$ cat config.mk
export PLATFORM = sky130hd
export DESIGN_NAME = last_note_priority_stack
export DESIGN_NICKNAME = d
export VERILOG_FILES = /design/src/rtl/lnps_pkg.sv /design/src/rtl/last_note_priority_stack.sv /design/src/rtl/lnps_cell.sv
export SDC_FILE = /design/constraint.sdc
export NUM_CORES = 1
export LEC_CHECK = 0
export ABC_AREA = 1
export BUFFER_PORTS_ARGS = -buffer_cell sky130_fd_sc_hd__buf_2
export CORE_ASPECT_RATIO = 0.8
export CORE_MARGIN = 8
export CORE_UTILIZATION = 45
export CTS_BUF_LIST = sky130_fd_sc_hd__clkbuf_4
export DETAILED_ROUTE_END_ITERATION = 8
export SYNTH_ARGS = -nofsm -noshare
export SYNTH_HDL_FRONTEND = slang
export SYNTH_SLANG_ARGS = --single-unit
$ cat constraint.sdc
create_clock -name clk -period 2.01 [get_ports clk]
set_input_delay 0 -clock clk [delete_from_list [all_inputs] [get_ports clk]]
set_output_delay 0 -clock clk [all_outputs]
set_load 0.01 [all_outputs]
$ cat src/rtl/lnps_pkg.sv
`default_nettype none
// ----------------------------------------------------------------------------
// lnps_pkg
// Shared types and codes for the last-note priority stack.
// ----------------------------------------------------------------------------
package lnps_pkg;

    typedef logic [6:0] note_t;
    typedef logic [6:0] vel_t;
    typedef logic [4:0] chan_t;
    typedef logic [1:0] kind_t;

    localparam logic OP_NOTE_ON  = 1'b0;
    localparam logic OP_NOTE_OFF = 1'b1;

    localparam kind_t KIND_GLIDE = 2'd0;
    localparam kind_t KIND_ON    = 2'd1;
    localparam kind_t KIND_OFF   = 2'd2;

    typedef enum logic [2:0] {
        ST_IDLE,
        ST_PUSH,
        ST_SCAN,
        ST_OFF,
        ST_GLIDE,
        ST_ON
    } state_t;

    typedef struct packed {
        logic shift;
        logic load;
    } cell_ctrl_t;

endpackage

`default_nettype wire

$ cat src/rtl/last_note_priority_stack.sv
`default_nettype none
// ----------------------------------------------------------------------------
// last_note_priority_stack
// Held-note stack with last-note priority for a monophonic voice.
// ----------------------------------------------------------------------------
// Usage:
//   A key event is taken when start is high and busy is low. The event
//   fields are captured and busy stays high until its last result is out.
//   Results appear one per cycle with out_valid high for exactly one cycle;
//   the receiver must take them, there is no back-pressure.
//   Note-on: a push into the stack, then glide source and note-on results.
//   Note-off: the stack is walked through a chain of cells, one entry per
//   cycle from cell 0, once over every held note, then the note-off result
//   and, if the playing note was released while others remain held, a
//   glide source and a note-on.
//   The chain walk sets the rate for note-off events.
//   Reset empties the stack and clears the current note; the stack cells
//   themselves are not cleared, only entries below the held count are read.
// ----------------------------------------------------------------------------
module last_note_priority_stack #(
    parameter int STACK_DEPTH = 16
) (
    input  wire                  clk,
    input  wire                  rst_n,
    input  wire                  start,
    output logic                 busy,
    input  wire                  opcode,
    input  lnps_pkg::note_t      note,
    input  lnps_pkg::vel_t       velocity,
    input  lnps_pkg::chan_t      channel,
    input  wire                  voice_active,
    input  lnps_pkg::note_t      voice_note,
    output logic                 out_valid,
    output lnps_pkg::kind_t      event_kind,
    output lnps_pkg::note_t      out_note,
    output lnps_pkg::vel_t       out_velocity,
    output lnps_pkg::chan_t      out_channel,
    output logic                 last
);
    import lnps_pkg::*;

    localparam int CNT_W = $clog2(STACK_DEPTH + 1);
    localparam logic [CNT_W-1:0] DEPTH_CNT = CNT_W'(STACK_DEPTH);
    localparam logic [CNT_W-1:0] LAST_IDX  = CNT_W'(STACK_DEPTH - 1);

    state_t state_reg, state_next;

    logic             op_reg, op_next;
    note_t            note_reg, note_next;
    vel_t             vel_reg, vel_next;
    chan_t            chan_reg, chan_next;
    logic             act_reg, act_next;
    note_t            vnote_reg, vnote_next;

    logic [CNT_W-1:0] held_reg, held_next;
    logic [CNT_W-1:0] rem_reg, rem_next;
    logic             found_reg, found_next;
    note_t            cur_reg, cur_next;
    note_t            glide_reg, glide_next;
    note_t            newest_reg, newest_next;

    logic             shift_all;
    logic             load_en;
    logic [CNT_W-1:0] load_idx;
    note_t            load_data;
    note_t            head;
    logic             retrig;

    note_t            cell_data [STACK_DEPTH];

    genvar gi;
    generate
        for (gi = 0; gi < STACK_DEPTH; gi++)
        begin : g_cell
            cell_ctrl_t ctrl;
            note_t      right;

            assign ctrl.shift = shift_all;
            assign ctrl.load  = load_en && (load_idx == CNT_W'(gi));

            if (gi == STACK_DEPTH - 1)
            begin : g_tail
                assign right = '0;
            end
            else
            begin : g_body
                assign right = cell_data[gi + 1];
            end

            lnps_cell u_cell (
                .clk       (clk),
                .ctrl      (ctrl),
                .right     (right),
                .load_data (load_data),
                .data      (cell_data[gi])
            );
        end
    endgenerate

    assign head   = cell_data[0];
    assign retrig = found_reg && (vnote_reg == note_reg) && (held_reg != '0);

    // next state
    always_comb
    begin
        state_next = state_reg;
        unique case (state_reg)
            ST_IDLE:
            begin
                if (start)
                begin
                    if (opcode == OP_NOTE_ON)
                    begin
                        state_next = ST_PUSH;
                    end
                    else if (held_reg == '0)
                    begin
                        state_next = ST_OFF;
                    end
                    else
                    begin
                        state_next = ST_SCAN;
                    end
                end
            end
            ST_PUSH:
            begin
                state_next = ST_GLIDE;
            end
            ST_SCAN:
            begin
                if (rem_reg == CNT_W'(1))
                begin
                    state_next = ST_OFF;
                end
            end
            ST_OFF:
            begin
                state_next = retrig ? ST_GLIDE : ST_IDLE;
            end
            ST_GLIDE:
            begin
                state_next = ST_ON;
            end
            ST_ON:
            begin
                state_next = ST_IDLE;
            end
            default:
            begin
                state_next = ST_IDLE;
            end
        endcase
    end

    // datapath and cell control
    always_comb
    begin
        op_next     = op_reg;
        note_next   = note_reg;
        vel_next    = vel_reg;
        chan_next   = chan_reg;
        act_next    = act_reg;
        vnote_next  = vnote_reg;
        held_next   = held_reg;
        rem_next    = rem_reg;
        found_next  = found_reg;
        cur_next    = cur_reg;
        glide_next  = glide_reg;
        newest_next = newest_reg;
        shift_all   = 1'b0;
        load_en     = 1'b0;
        load_idx    = '0;
        load_data   = note_reg;

        unique case (state_reg)
            ST_IDLE:
            begin
                if (start)
                begin
                    op_next    = opcode;
                    note_next  = note;
                    vel_next   = velocity;
                    chan_next  = channel;
                    act_next   = voice_active;
                    vnote_next = voice_note;
                    found_next = 1'b0;
                    rem_next   = held_reg;
                end
            end
            ST_PUSH:
            begin
                glide_next = act_reg ? cur_reg : note_reg;
                cur_next   = note_reg;
                load_en    = 1'b1;
                if (held_reg == DEPTH_CNT)
                begin
                    shift_all = 1'b1;
                    load_idx  = LAST_IDX;
                end
                else
                begin
                    load_idx  = held_reg;
                    held_next = held_reg + CNT_W'(1);
                end
            end
            ST_SCAN:
            begin
                shift_all = 1'b1;
                rem_next  = rem_reg - CNT_W'(1);
                if (head != note_reg)
                begin
                    load_en     = 1'b1;
                    load_idx    = held_reg - CNT_W'(1);
                    load_data   = head;
                    newest_next = head;
                end
                else
                begin
                    found_next = 1'b1;
                    held_next  = held_reg - CNT_W'(1);
                end
            end
            ST_OFF:
            begin
                if (retrig)
                begin
                    cur_next   = newest_reg;
                    glide_next = note_reg;
                end
            end
            ST_GLIDE, ST_ON:
            begin
            end
            default:
            begin
            end
        endcase
    end

    // outputs
    always_comb
    begin
        busy         = (state_reg != ST_IDLE);
        out_valid    = 1'b0;
        event_kind   = KIND_GLIDE;
        out_note     = '0;
        out_velocity = '0;
        out_channel  = chan_reg;
        last         = 1'b0;
        unique case (state_reg)
            ST_OFF:
            begin
                out_valid  = 1'b1;
                event_kind = KIND_OFF;
                out_note   = note_reg;
                last       = !retrig;
            end
            ST_GLIDE:
            begin
                out_valid  = 1'b1;
                event_kind = KIND_GLIDE;
                out_note   = glide_reg;
            end
            ST_ON:
            begin
                out_valid    = 1'b1;
                event_kind   = KIND_ON;
                out_note     = cur_reg;
                out_velocity = vel_reg;
                last         = 1'b1;
            end
            ST_IDLE, ST_PUSH, ST_SCAN:
            begin
            end
            default:
            begin
            end
        endcase
    end

    always_ff @(posedge clk or negedge rst_n)
    begin
        if (!rst_n)
        begin
            state_reg <= ST_IDLE;
            held_reg  <= '0;
            cur_reg   <= '0;
            rem_reg   <= '0;
            found_reg <= 1'b0;
        end
        else
        begin
            state_reg <= state_next;
            held_reg  <= held_next;
            cur_reg   <= cur_next;
            rem_reg   <= rem_next;
            found_reg <= found_next;
        end
    end

    always_ff @(posedge clk)
    begin
        op_reg     <= op_next;
        note_reg   <= note_next;
        vel_reg    <= vel_next;
        chan_reg   <= chan_next;
        act_reg    <= act_next;
        vnote_reg  <= vnote_next;
        glide_reg  <= glide_next;
        newest_reg <= newest_next;
    end

`ifndef SYNTH
    a_held_bound: assert property (@(posedge clk) disable iff (!rst_n)
        held_reg <= DEPTH_CNT)
        else $error("held count above stack depth");

    a_scan_nonempty: assert property (@(posedge clk) disable iff (!rst_n)
        (state_reg == ST_SCAN) |-> (held_reg != '0) && (rem_reg != '0)
            && (rem_reg <= held_reg))
        else $error("scan with empty stack");

    a_last_ends: assert property (@(posedge clk) disable iff (!rst_n)
        (out_valid && last) |=> !busy && !out_valid)
        else $error("transaction did not end after last result");

    a_accept_busy: assert property (@(posedge clk) disable iff (!rst_n)
        (start && !busy) |=> busy)
        else $error("accepted transaction without going busy");

    a_on_path: assert property (@(posedge clk) disable iff (!rst_n)
        (state_reg == ST_PUSH) |=> (state_reg == ST_GLIDE) && (op_reg == OP_NOTE_ON))
        else $error("note-on sequence broken");
`endif

endmodule

`default_nettype wire

$ cat src/rtl/lnps_cell.sv
`default_nettype none
// ----------------------------------------------------------------------------
// lnps_cell
// One stack entry: loads a new note, takes its right neighbor, or holds.
// ----------------------------------------------------------------------------
module lnps_cell (
    input  wire                  clk,
    input  lnps_pkg::cell_ctrl_t ctrl,
    input  lnps_pkg::note_t      right,
    input  lnps_pkg::note_t      load_data,
    output lnps_pkg::note_t      data
);
    import lnps_pkg::*;

    note_t data_reg;
    note_t data_next;

    always_comb
    begin
        priority if (ctrl.load)
        begin
            data_next = load_data;
        end
        else if (ctrl.shift)
        begin
            data_next = right;
        end
        else
        begin
            data_next = data_reg;
        end
    end

    always_ff @(posedge clk)
    begin
        data_reg <= data_next;
    end

    assign data = data_reg;

endmodule

`default_nettype wire

==> results.ini <==
[cells_and_area]
design_area_mm2=0.0125
area_growth_pct=48.5
largest_reg_flops=112
stdcell_count=1389
final_util_pct=68.6
nNetsFinal=1157
final_layout_size_suffix_gt1_share_pct=42.6

[floorplan]
ioPinCount=55
die_h_um=138
die_area_mm2=0.0234
rows=44
die_x_um=169
start_util_pct=46.2
core_mm2=0.0182

[global_route]
grt_pass1_wl_mm=37.1
overflow=0
grt_pass1_vias=6695
grt_max_degree=30
antenna_found_initial=1
groute.usage.overall_pct=20.2

[yosys]
postSynthNetCount=917
synth_edf_count=153
synth_area_leader_cell=edfxtp_1
ys_async_sr_fraction_pct=12.1
yosysSeqAreaShare_pct=60.8
synthesis.area_mm2=0.00842
synth.top_cell.area_share_pct=54.6
synth_warnings=0
syn_inst=882
synth-main-ff-cell=edfxtp_1
synth_common_cells=nand2_1 (322), edfxtp_1 (153), nand3_1 (133)
ys_ff_latch=174
yosysMostFrequentCell=nand2_1
yosysUniqueCellTypes=38
avgSynthCellArea_um2=9.55
ys_top_cells_by_area=edfxtp_1 (55%), nand2_1 (14%), nand3_1 (7.9%), dfrtp_1 (6.2%), inv_1 (2.7%)

[hold_path]
hp-class=in -> reg

[placement]
place_area_mm2=0.00999
dp_hpwl_mm=14.1
port_buffers=54
place.gp.congestion=0.839
place_inst=1258

[clocking]
tritoncts=yes
cts_buffers=17
clockBufferDepth=2
clock_latency_ps=590
cts_htree_levels=4
path_clk_slew_ps=170
clock-sinks=174
clockRootBuffer=clkbuf_4

[routing]
ant_nets=0
vias=7200
drt-total-wl_mm=24.2
wire_per_inst_um=17.4
dr.pass1.iters=5
routed_via_density=5.18
drtIter0Drc=533
drc_errors=0

[setup_path]
required_ps=2360
critPathCaptureType=flip-flop
worstPathCellList=nand2_1 -> nand2_2 -> inv_2 -> nand2_2 -> nor2_4 -> nand2_4 -> nand2_2 -> nand2_2 -> buf_6 -> nor2_4 -> buf_6 -> nand3_4 -> nand2_2 -> nand2_2
worstSetupStartpointType=flip-flop
crit_fanout=8
timing.reg2reg.setup_slack_ps=-180
cpMaxStageDelayCell=edfxtp_1
path_common_cell=nand2_2
worst_ep_arrival_time_ps=2540
path_delay_family=simple AND/OR/NAND/NOR gates
path_class=reg -> reg
slowest_delay_ps=460
worst-path-buf-inv=3

[sta]
fin_crit_ps=2190
slew_viol_final=0
setup_ws_ps=-183
final.setup.tns_ps=-27000
min_period_over_period_pct=109
final_hold_viol_count=0
fmax_ghz=0.456
grt_setup_unrepaired=yes
fin_skew_ps=22.9
setup_viol=227
worstMarginPinSlew_ps=1140
max_slew_margin_pct=23.9

[pwr]
p_leak_nw=5.28
ir_worst_vdd_mv=0.719
power_density_mw_per_mm2=1650

[run]
cap_violations=0

[status]
outcome=finished with violations
failed_checks=negative setup slack

## repair_timing
item	in CTS	in global routing
gates cloned	6	5
hold endpoints to repair	54	0
hold buffers	32	0
resized for setup	128	161
setup endpoints to repair	247	256
pin swaps	42	72
setup buffers	45	14
## routing by layer
layer	GRT usage (%)	vias up	routed length, um
li1	-	3477	-
met1	28.5	3481	11300
met2	30.3	218	11000
met3	5.66	24	1630
met4	4.60	0	324
met5	0	-	0
## cell type report
cell class	instances	area, um^2
timing repair inverter	1	8.76
timing repair buffer	254	2480
clock inverter	15	178
clock buffer	17	128
multi-input combinational	607	4000
antenna	1	2.50
tap	253	317
fill	1306	5720
inverter	67	272
sequential	174	5120
## cells by family (layout without fill, tap and decap cells)
logic type / after synthesis / count (layout) / share of synthesized area [%]
AO/OA/AOI/OAI: 72 / 72 / 5.04
XOR/XNOR: 11 / 11 / 1.14
adder cells (fa/ha/maj): 4 / 4 / 0.594
flip-flops: 174 / 174 / 60.8
other: 0 / 1 / 0
buffers and inverters: 103 / 354 / 5.90
AND/OR/NAND/NOR: 518 / 520 / 26.5
## report_power, final
part	switching [mW]	total (mW)	internal, mW
clock	1.46	2.05	0.585
combinational	6.88	11.9	5.02
sequential	0.636	6.75	6.11
## through the flow
stage | hold WS (ps) | total power [mW] | worst slack, ps
floorplan | -296 | 11.8 | -52.9
global placement | 20.2 | 14.7 | -243
detailed placement | 16.1 | 14.8 | -266
CTS | 56.9 | 19.2 | -163
global route | 60.1 | 21.9 | -315
finish | 97.8 | 20.7 | -183
## cell usage in the layout, fill, tap and decap left out, types with 4 or more instances in the layout
cell and count:
inv_2 16, o221ai_2 5, nand2_4 16, clkinv_8 5
nor2_4 24, nand2_2 75, edfxtp_1 153, clkbuf_4 17
xor2_1 7, buf_4 99, a21oi_1 12, nand3_1 88
clkbuf_16 4, nand2_8 13, buf_2 46, o21ai_0 25
buf_6 45, dfrtp_1 19, dlygate4sd3_1 32, nand3_4 18
inv_1 46, clkinv_4 4, nand3_2 28, nand2_1 222
nor2_1 20, buf_12 23, nor2_2 6, o21ai_1 12
inv_6 5
## final timing paths
| kind | startpoint | end | depth (start not counted) |
|---|---|---|---|
| worst min-delay path | voice_active | act_reg | 2 |
| worst min register to register | g_cell[0].u_cell.data[3] | newest_reg[3] | 0 |
| worst max-delay path | note_reg[2] | g_cell[2].u_cell.data[0] | 14 |
| min in group asynchronous | rst_n | cur_reg[1] | 3 |
| max in group asynchronous | rst_n | held_reg[2] | 3 |
| worst max register to register | note_reg[2] | g_cell[2].u_cell.data[0] | 14 |
Note: power is estimated with default switching activity, not from simulation.
